## src/rtl/fnv1a_signature_scanner_macros.svh

```systemverilog
// assertion macros used by the scanner sequencer (fss_ctrl)
// expects a clock named clk and an active-high reset named rst in scope
`ifndef FNV1A_SIGNATURE_SCANNER_MACROS_SVH
`define FNV1A_SIGNATURE_SCANNER_MACROS_SVH

// condition implies consequence in the same cycle
`define FSS_ASSERT_NOW(lbl, pre, post) \
  lbl: assert property (@(posedge clk) disable iff (rst) (pre) |-> (post)) \
    else $error("scanner check failed");

// condition implies consequence in the next cycle
`define FSS_ASSERT_NEXT(lbl, pre, post) \
  lbl: assert property (@(posedge clk) disable iff (rst) (pre) |=> (post)) \
    else $error("scanner check failed");

`endif

```

## src/rtl/fss_pkg.sv

```systemverilog
// shared types, constants and the hash step of the signature scanner
// no dependencies
package fss_pkg;

  localparam int MAX_WINDOW_DEF  = 255;
  localparam int OFFSET_BITS_DEF = 32;

  localparam logic [31:0] HASH_BASIS = 32'h811C_9DC5;
  localparam logic [31:0] HASH_PRIME = 32'h0100_0193;

  // configuration register indexes
  localparam logic [1:0] CFG_LEAD_BYTE     = 2'd0;
  localparam logic [1:0] CFG_WINDOW_LENGTH = 2'd1;
  localparam logic [1:0] CFG_TARGET_HASH   = 2'd2;

  typedef enum logic [2:0] {
    ST_IDLE,
    ST_EVAL,
    ST_LEADCHK,
    ST_HASH,
    ST_COMPARE,
    ST_FINISH
  } fss_state_t;

  typedef struct packed {
    logic in_ready;
    logic load;
    logic eval;
    logic step;
    logic compare;
    logic finish;
    logic out_load;
  } fss_cmd_t;

  typedef struct packed {
    logic need_hash;
    logic lead_open;
    logic cnt_zero;
    logic last;
    logic out_busy;
  } fss_status_t;

  // one fnv-1a step, product kept modulo 2^32
  function automatic logic [31:0] fnv_mix(input logic [31:0] h, input logic [7:0] b);
    logic [31:0] x;
    x = h ^ {24'd0, b};
    return x * HASH_PRIME;
  endfunction

endpackage

```

## src/rtl/fss_if.sv

```systemverilog
// request channels of the signature scanner
// depends on nothing
interface fss_byte_if;
  logic       valid;
  logic       ready;
  logic [7:0] scan_byte;
  logic       last_byte;
  modport source (output valid, scan_byte, last_byte, input ready);
  modport sink (input valid, scan_byte, last_byte, output ready);
endinterface

interface fss_result_if;
  logic        valid;
  logic        ready;
  logic        found;
  logic [31:0] match_offset;
  modport source (output valid, found, match_offset, input ready);
  modport sink (input valid, found, match_offset, output ready);
endinterface

```

## src/rtl/fss_ctrl.sv

```systemverilog
// sequencer of the signature scanner
// depends on fss_pkg and the assertion macros
`include "fnv1a_signature_scanner_macros.svh"

module fss_ctrl
  import fss_pkg::*;
(
  input  logic        clk,
  input  logic        rst,
  input  logic        in_valid,
  input  fss_status_t st,
  output fss_cmd_t    cmd
);

  fss_state_t state, state_next;

  always_ff @(posedge clk) begin
    if (rst) begin
      state <= ST_IDLE;
    end else begin
      state <= state_next;
    end
  end

  always_comb begin
    state_next = state;
    unique case (state)
      ST_IDLE: begin
        if (in_valid) state_next = ST_EVAL;
      end
      ST_EVAL: begin
        state_next = st.need_hash ? ST_LEADCHK : ST_FINISH;
      end
      ST_LEADCHK: begin
        if (!st.lead_open) state_next = ST_FINISH;
        else if (st.cnt_zero) state_next = ST_COMPARE;
        else state_next = ST_HASH;
      end
      ST_HASH: begin
        if (st.cnt_zero) state_next = ST_COMPARE;
      end
      ST_COMPARE: begin
        state_next = ST_FINISH;
      end
      ST_FINISH: begin
        if (!(st.last && st.out_busy)) state_next = ST_IDLE;
      end
      default: state_next = ST_IDLE;
    endcase
  end

  always_comb begin
    cmd = '0;
    unique case (state)
      ST_IDLE: begin
        cmd.in_ready = 1'b1;
        cmd.load     = in_valid;
      end
      ST_EVAL: begin
        cmd.eval = 1'b1;
      end
      ST_LEADCHK: begin
        cmd.step = st.lead_open;
      end
      ST_HASH: begin
        cmd.step = 1'b1;
      end
      ST_COMPARE: begin
        cmd.compare = 1'b1;
      end
      ST_FINISH: begin
        cmd.finish   = !(st.last && st.out_busy);
        cmd.out_load = st.last && !st.out_busy;
      end
      default: cmd = '0;
    endcase
  end

  `FSS_ASSERT_NEXT(a_accept_to_eval, cmd.load, state == ST_EVAL)
  `FSS_ASSERT_NOW(a_no_overwrite, cmd.out_load, !st.out_busy)
  `FSS_ASSERT_NEXT(a_hash_end, state == ST_HASH && st.cnt_zero, state == ST_COMPARE)

endmodule

```

## src/rtl/fss_dp.sv

```systemverilog
// datapath: config registers, byte history, hash unit, match and result registers
// depends on fss_pkg
module fss_dp
  import fss_pkg::*;
#(
  parameter int MAX_WINDOW  = MAX_WINDOW_DEF,
  parameter int OFFSET_BITS = OFFSET_BITS_DEF
) (
  input  logic        clk,
  input  logic        rst,
  input  logic        cfg_write,
  input  logic [1:0]  cfg_index,
  input  logic [31:0] cfg_data,
  input  logic [7:0]  scan_byte,
  input  logic        last_byte,
  input  logic        out_ready,
  input  fss_cmd_t    cmd,
  output fss_status_t st,
  output logic        out_valid,
  output logic        found,
  output logic [31:0] match_offset
);

  localparam int AW    = (MAX_WINDOW < 2) ? 1 : $clog2(MAX_WINDOW + 1);
  localparam int DEPTH = 1 << AW;
  localparam int OB    = OFFSET_BITS;

  logic [7:0]  lead_byte, window_length;
  logic [31:0] target_hash;

  logic [8:0]    hist [DEPTH];
  logic [8:0]    rd_data;
  logic [AW-1:0] wptr, idx, idx_next, fill;
  logic [7:0]    cnt, span;
  logic [31:0]   hash;
  logic [OB-1:0] pos, match_start;
  logic          match_seen, cur_open, cur_last, zhit;
  logic [OB+31:0] start_ext;

  assign span = window_length - 8'd1;

  always_ff @(posedge clk) begin
    if (rst) begin
      lead_byte     <= 8'd0;
      window_length <= 8'd1;
      target_hash   <= 32'd0;
    end else if (cfg_write) begin
      unique case (cfg_index)
        CFG_LEAD_BYTE:     lead_byte     <= cfg_data[7:0];
        CFG_WINDOW_LENGTH: window_length <= cfg_data[7:0];
        CFG_TARGET_HASH:   target_hash   <= cfg_data;
        default: ;
      endcase
    end
  end

  // history ring of bytes with their lead flag
  assign idx_next = cmd.load ? (wptr - span[AW-1:0]) : (cmd.step ? idx + 1'b1 : idx);

  always_ff @(posedge clk) begin
    if (cmd.load) hist[wptr] <= {scan_byte == lead_byte, scan_byte};
    rd_data <= hist[idx_next];
    idx     <= idx_next;
  end

  always_ff @(posedge clk) begin
    if (cmd.load) begin
      cur_open <= (scan_byte == lead_byte);
      cur_last <= last_byte;
      cnt      <= span;
    end else if (cmd.step) begin
      cnt <= cnt - 8'd1;
    end
    if (cmd.eval) hash <= HASH_BASIS;
    else if (cmd.step) hash <= fnv_mix(hash, rd_data[7:0]);
  end

  assign zhit = !match_seen && (window_length == 8'd0) && cur_open
              && (target_hash == HASH_BASIS);

  always_ff @(posedge clk) begin
    if (rst) begin
      pos        <= '0;
      wptr       <= '0;
      fill       <= '0;
      match_seen <= 1'b0;
    end else if (cmd.compare && hash == target_hash) begin
      match_seen  <= 1'b1;
      match_start <= pos - OB'(span);
    end else if (cmd.finish) begin
      wptr <= wptr + 1'b1;
      if (cur_last) begin
        pos        <= '0;
        fill       <= '0;
        match_seen <= 1'b0;
      end else begin
        pos <= pos + 1'b1;
        if (fill != AW'(MAX_WINDOW)) fill <= fill + 1'b1;
        if (zhit) begin
          match_seen  <= 1'b1;
          match_start <= pos;
        end
      end
    end
  end

  assign start_ext = {32'd0, match_seen ? match_start : pos};

  always_ff @(posedge clk) begin
    if (rst) begin
      out_valid <= 1'b0;
    end else if (cmd.out_load) begin
      out_valid <= 1'b1;
    end else if (out_ready) begin
      out_valid <= 1'b0;
    end
    if (cmd.out_load) begin
      found        <= match_seen || zhit;
      match_offset <= (match_seen || zhit) ? start_ext[31:0] : 32'd0;
    end
  end

  assign st.need_hash = !match_seen && (window_length != 8'd0)
                      && (window_length <= 8'(MAX_WINDOW))
                      && (span <= 8'(fill));
  assign st.lead_open = rd_data[8];
  assign st.cnt_zero  = (cnt == 8'd0);
  assign st.last      = cur_last;
  assign st.out_busy  = out_valid && !out_ready;

endmodule

```

## src/rtl/fnv1a_signature_scanner.sv

```systemverilog
// fnv-1a signature scanner, top level
// depends on fss_pkg, fss_if, fss_ctrl and fss_dp
//
// takes a buffer one byte per request on the bytes channel, last_byte marking
// its end, and answers with one request on the result channel per buffer:
// found and the start offset of the earliest window of window_length bytes
// that opens with lead_byte and hashes (fnv-1a, 32 bit) to target_hash.
// bytes are kept in a ring of 2^ceil(log2(MAX_WINDOW+1)) entries; when a
// window completes on the current byte it is rehashed from that ring by a
// single 32x32 multiplier, one byte per cycle. if a window can complete on a
// byte, its start is checked for a lead byte and, if it is one, the hash is
// run and compared. one byte is in flight at a time. the result sits in an
// output register, so scanning of the next buffer goes on while it waits;
// only a further last byte waits for it. the user must write configuration
// via cfg_write/cfg_index/cfg_data only while idle; nothing enforces this.
module fnv1a_signature_scanner
  import fss_pkg::*;
#(
  parameter int MAX_WINDOW  = MAX_WINDOW_DEF,
  parameter int OFFSET_BITS = OFFSET_BITS_DEF
) (
  input  logic         clk,
  input  logic         rst,
  input  logic         cfg_write,
  input  logic [1:0]   cfg_index,
  input  logic [31:0]  cfg_data,
  fss_byte_if.sink     bytes,
  fss_result_if.source result
);

  fss_cmd_t    cmd;
  fss_status_t st;

  // sequencer: steps one byte through eval, lead check, hash loop, compare and finish
  fss_ctrl u_ctrl (
    .clk      (clk),
    .rst      (rst),
    .in_valid (bytes.valid),
    .st       (st),
    .cmd      (cmd)
  );

  assign bytes.ready = cmd.in_ready;

  // datapath: registers, history ring, hash unit and result register
  fss_dp #(
    .MAX_WINDOW  (MAX_WINDOW),
    .OFFSET_BITS (OFFSET_BITS)
  ) u_dp (
    .clk          (clk),
    .rst          (rst),
    .cfg_write    (cfg_write),
    .cfg_index    (cfg_index),
    .cfg_data     (cfg_data),
    .scan_byte    (bytes.scan_byte),
    .last_byte    (bytes.last_byte),
    .out_ready    (result.ready),
    .cmd          (cmd),
    .st           (st),
    .out_valid    (result.valid),
    .found        (result.found),
    .match_offset (result.match_offset)
  );

endmodule

```

## src/flat_wrapper.sv

```systemverilog
// flat-port wrapper written by rule: the top's interface ports become plain ports
module fnv1a_signature_scanner_flat import fss_pkg::*;
#(
  parameter int MAX_WINDOW  = MAX_WINDOW_DEF,
  parameter int OFFSET_BITS = OFFSET_BITS_DEF
)
  (clk, rst, cfg_write, cfg_index, cfg_data, bytes_valid, bytes_scan_byte, bytes_last_byte, bytes_ready, result_valid, result_found, result_match_offset, result_ready);
  fss_byte_if bytes_i ();
  fss_result_if result_i ();
  input  logic clk;
  input  logic rst;
  input  logic cfg_write;
  input  logic [1:0] cfg_index;
  input  logic [31:0] cfg_data;
  input wire logic [$bits(bytes_i.valid)-1:0] bytes_valid;
  input wire logic [$bits(bytes_i.scan_byte)-1:0] bytes_scan_byte;
  input wire logic [$bits(bytes_i.last_byte)-1:0] bytes_last_byte;
  output wire logic [$bits(bytes_i.ready)-1:0] bytes_ready;
  output wire logic [$bits(result_i.valid)-1:0] result_valid;
  output wire logic [$bits(result_i.found)-1:0] result_found;
  output wire logic [$bits(result_i.match_offset)-1:0] result_match_offset;
  input wire logic [$bits(result_i.ready)-1:0] result_ready;
  assign bytes_i.valid = bytes_valid;
  assign bytes_i.scan_byte = bytes_scan_byte;
  assign bytes_i.last_byte = bytes_last_byte;
  assign bytes_ready = bytes_i.ready;
  assign result_valid = result_i.valid;
  assign result_found = result_i.found;
  assign result_match_offset = result_i.match_offset;
  assign result_i.ready = result_ready;
  fnv1a_signature_scanner #(.MAX_WINDOW(MAX_WINDOW), .OFFSET_BITS(OFFSET_BITS)) u_core (.clk(clk), .rst(rst), .cfg_write(cfg_write), .cfg_index(cfg_index), .cfg_data(cfg_data), .bytes(bytes_i), .result(result_i));
endmodule
```

## config.mk

```make
export PLATFORM = sky130hd
export DESIGN_NAME = fnv1a_signature_scanner_flat
export DESIGN_NICKNAME = d
export VERILOG_FILES = /design/src/rtl/fss_pkg.sv /design/src/rtl/fss_if.sv /design/src/rtl/fss_ctrl.sv /design/src/rtl/fss_dp.sv /design/src/rtl/fnv1a_signature_scanner.sv /design/src/flat_wrapper.sv
export VERILOG_INCLUDE_DIRS = /design/src /design/src/rtl
export SDC_FILE = /design/constraint.sdc
export NUM_CORES = 2
export LEC_CHECK = 0
export ABC_AREA = 1
export BUFFER_PORTS_ARGS = -buffer_cell sky130_fd_sc_hd__buf_2
export CAP_MARGIN = 20
export CORE_MARGIN = 1.5
export CORE_UTILIZATION = 30
export DETAILED_ROUTE_END_ITERATION = 8
export PLACE_DENSITY = 0.44
export SLEW_MARGIN = 20
export SYNTH_ARGS = -nofsm -noshare
export SYNTH_HDL_FRONTEND = slang
export SYNTH_SLANG_ARGS = --single-unit
```

## constraint.sdc

```tcl
create_clock -name clk -period 11.85 [get_ports clk]
set_input_delay 1.185 -clock clk [delete_from_list [all_inputs] [get_ports clk]]
set_output_delay 1.185 -clock clk [all_outputs]
set_load 0.1 [all_outputs]
```

==> run summary <==
The number of instances in the placed design came out at about 17000. The non-filler instance count after layout came out at between 15000 and 20000. The net total in the final layout came out at between 10000 and 15000. The worst hold path passes through 2 cells. The initial antenna violation count is 19. TritonCTS built the clock tree. The top achievable clock speed came out at roughly 0.15 GHz. The setup-violating endpoint count in the final report came out at 0. The floorplan has 230 rows. Of the post-synthesis cell area, the dominant cell type holds 0.606. By area the synthesized netlist is led by edfxtp_1, nand3_1, nand2_1, inv_1, dfxtp_1. The worst setup path is captured at a register. The total congestion overflow is 0. The hold slack is between 0.4 and 0.5 ns. The count of boundary I/O pins is between 80 and 90.

The clock slew seen by the registers of the worst setup and hold paths is about 0.060 ns. The total negative setup slack came out at 0 ns. Counting every net in the synthesized netlist gives around 12000. The flow ran to the end, and the final reports show no timing, DRC or antenna violations. The clock tree synthesis step divided the H-tree into 5 levels. The required arrival time at the worst endpoint is 12.57 ns.

The detailed-route vias per instance came out at roughly 4.7. Setup repair after global routing left no endpoint under its margin. The gate count of the mapped netlist is approximately 12000. Of the synthesized area, sequential elements account for 0.632. The initial utilization of the core area, before any placement, comes to 0.301. The worst pin sits at a relative slew slack of 0.119. The actual transition at the worst max-transition pin is between 1 and 1.5 ns. TritonCTS created 301 clock buffers.

The clock insertion delay at the later pin of the skew report came out at 0.92 ns. The global-route wire length before repair is about 550000 um. The sequential cells in the finished layout cover a total of about 74000 um^2. Between clock sinks in the finished design, the worst skew comes to about 0.066 ns. The worst setup path is launched from a register. The min-delay analysis places its worst path in the category register to register. The footprint of the multi-input gates is about 32000 um^2. In the synthesized netlist the dominant register cell turns out to be edfxtp_1. The detailed-route via count came out at just over 80000. For this run, the total global-route usage over all layers was measured as 0.184. The area added between synthesis and finish is 12.8%. Counting the fill cells in the layout gives about 40000. The share of the cycle needed by the critical path after routing came out at 0.560. After detailed routing, the number of remaining DRC violations is 0. The class of the most critical setup path is register to register.

Summed over all instances, the cell type with the most area after synthesis is edfxtp_1. The final cell utilization of the core is 0.340. The number of gates given a new drive strength after cts is 0.

The arrival time at the worst endpoint came out at 7.35 ns. The final layout contains routed wiring with a total length of 374000 um. The synthesized cell area came out at 118000 um^2.

The max-slew violation count is 0. The post-CTS repair timing setup buffer count is 0. The number of buffers between clock root and the deepest sink is 4. After clock tree synthesis, the flow added hold-fix buffers numbering 0.

The share of synthesized flip-flops with an asynchronous set or reset came out at 0. The critical path goes through nor2_2 -> inv_2 -> nor2_4 -> nand2_2 -> inv_2 -> nand2_4 -> nand2_8 -> buf_12 -> buf_4 -> nand2_1 -> nand3_1 -> nand3_1 -> nand3_1 -> nand3_1 -> nand3_1 -> nand3_1 -> nand3_1 -> nand2_1. The die covers ~400000 um^2. The first TritonRoute pass finished after 6 iterations. The wire length per cell is around 22 um. The mean area per synthesized cell came out at slightly below 10 um^2.

Of the cells placed in the final design, the portion with a size suffix greater than 1 is 0.0559. The final-report hold violation count is 0. The final critical delay including setup and external delays came out at between 6 and 7 ns. The number of enable flip-flop cells after synthesis came out at ~2400.

The CTS sink count came out at ~2500. The count of buffers from port buffering is 82. The maximum fanout along the worst path came out at between 150 and 200.

The width of the chip is between 600 and 700 um. The y dimension of the die came out at 630 um. By instance count, the cell type seen most on the critical path is nand3_1. The remaining number of nets flagged by the antenna check after routing came out at 0. The delay contributed by the slowest stage of the critical path is approximately 0.74 ns.

The count of routing violations after the opening detailed-route iteration is 6868. The maximum number of pins on one net before global-route repair came out at just under 200. The critical-path cell with the highest stage delay is buf_4. The cell at the root of the clock tree is clkbuf_16. The core outline area is slightly below 400000 um^2. The number of global-route vias before repair came to approximately 80000. The max-cap violation count is 0.

Measured in cells, the most critical reg-to-reg path has a length of 18. The leading cell type in the layout, fill and taps excluded is nand2_1. The count of synthesis-stage warnings from yosys came out at 0. The post-detailed-placement half-perimeter wirelength came out at between 200000 and 250000 um.

Routability-driven placement finished with a final weighted congestion of approximately 0.85. The synthesized netlist contains 57 unique library cells. The synthesized flop and latch total came out at about 2500.

The library cells used most frequently in the layout, excluding fill and tap cells, are nand2_1, edfxtp_1, inv_1, nand3_1, nor2_1.
-- cell type report --
cell class	count	share of cell area
antenna	8	0.000151
clock buffer	369	0.0596
clock inverter	171	0.0123
inverter	2254	0.0637
multi-input combinational	6505	0.243
sequential	2529	0.560
tap	5220	0.0491
timing repair buffer	201	0.0121
-- Yosys cell counts, drive strengths merged (72+ instances only) --
library cell / count
nand2: 2821
edfxtp: 2379
inv: 2251
nand3: 2148
nor2: 483
buf: 351
clkbuf: 235
ha: 216
o21ai: 208
a21oi: 154
dfxtp: 150
fa: 76
o211ai: 72
-- critical path: cells and delay by family (launching register included) --
kind                   cells  cell delay, ns
buffers and inverters      4            2.01
flip-flops                 1            0.44
AND/OR/NAND/NOR           14            3.57
-- metal layers --
layer | routed length (um) | track usage | vias up
met5 | 0 | 0 | -
met4 | 9620 | 0.0496 | 0
met3 | 19300 | 0.0211 | 491
met2 | 174000 | 0.302 | 2270
met1 | 171000 | 0.258 | 40500
li1 | - | - | 38700
-- path summary, 6_finish.rpt --
check / from / to / slack, ns
worst max-delay path: u_core.u_ctrl.state[1]$_SDFFE_PP0P_ / u_core.u_dp.rd_data[8]$_DFF_P_ / 5.22
worst max register to register: u_core.u_ctrl.state[1]$_SDFFE_PP0P_ / u_core.u_dp.rd_data[8]$_DFF_P_ / 5.22
worst min register to register: u_core.u_dp.target_hash[20]$_SDFFE_PP0P_ / u_core.u_dp.target_hash[20]$_SDFFE_PP0P_ / 0.49
worst min-delay path: u_core.u_dp.target_hash[20]$_SDFFE_PP0P_ / u_core.u_dp.target_hash[20]$_SDFFE_PP0P_ / 0.49
-- state kept, by name, summed over array words and instances (netlist names) --
| name | flops |
|---|---|
| u_core.u_dp.fill | 8 |
| u_core.u_dp.out_valid | 1 |
| u_core.u_dp.cur_last | 1 |
| u_core.u_dp.wptr | 8 |
| u_core.u_dp.pos | 32 |
| u_core.u_dp.match_start | 32 |
| u_core.u_dp.window_length | 8 |
| u_core.u_dp.hist | 2304 |
| u_core.u_dp.match_seen | 1 |
| u_core.u_dp.cur_open | 1 |
| u_core.u_dp.rd_data | 9 |
| u_core.u_dp.hash | 32 |
| u_core.u_dp.lead_byte | 8 |
| u_core.u_dp.match_offset | 32 |
| u_core.u_dp.found | 1 |
| u_core.u_dp.target_hash | 32 |
| u_core.u_dp.idx | 8 |
| u_core.u_dp.cnt | 8 |
| u_core.u_ctrl.state | 3 |
-- kinds of logic after synthesis --
kind of cell               count (synthesis)  synth area share
and+or+nand+nor                         5597             0.204
buffers and inverters                   2840            0.0957
DFF                                     2529             0.632
AOI/OAI and AO/OA                        517            0.0254
adders and majority gates                292            0.0358
xor gates and xnor gates                  99           0.00736
-- through the flow --
step	area, um^2	setup slack, ns
floorplan	118000	3.11
global placement	123000	4.83
detailed placement	123000	4.81
CTS	133000	5.25
global route	133000	4.93
finish	133000	5.22
Power is left out: the tool's default activity adds up to more than one toggle a clock period on the data nets, which glitch-free logic cannot reach.
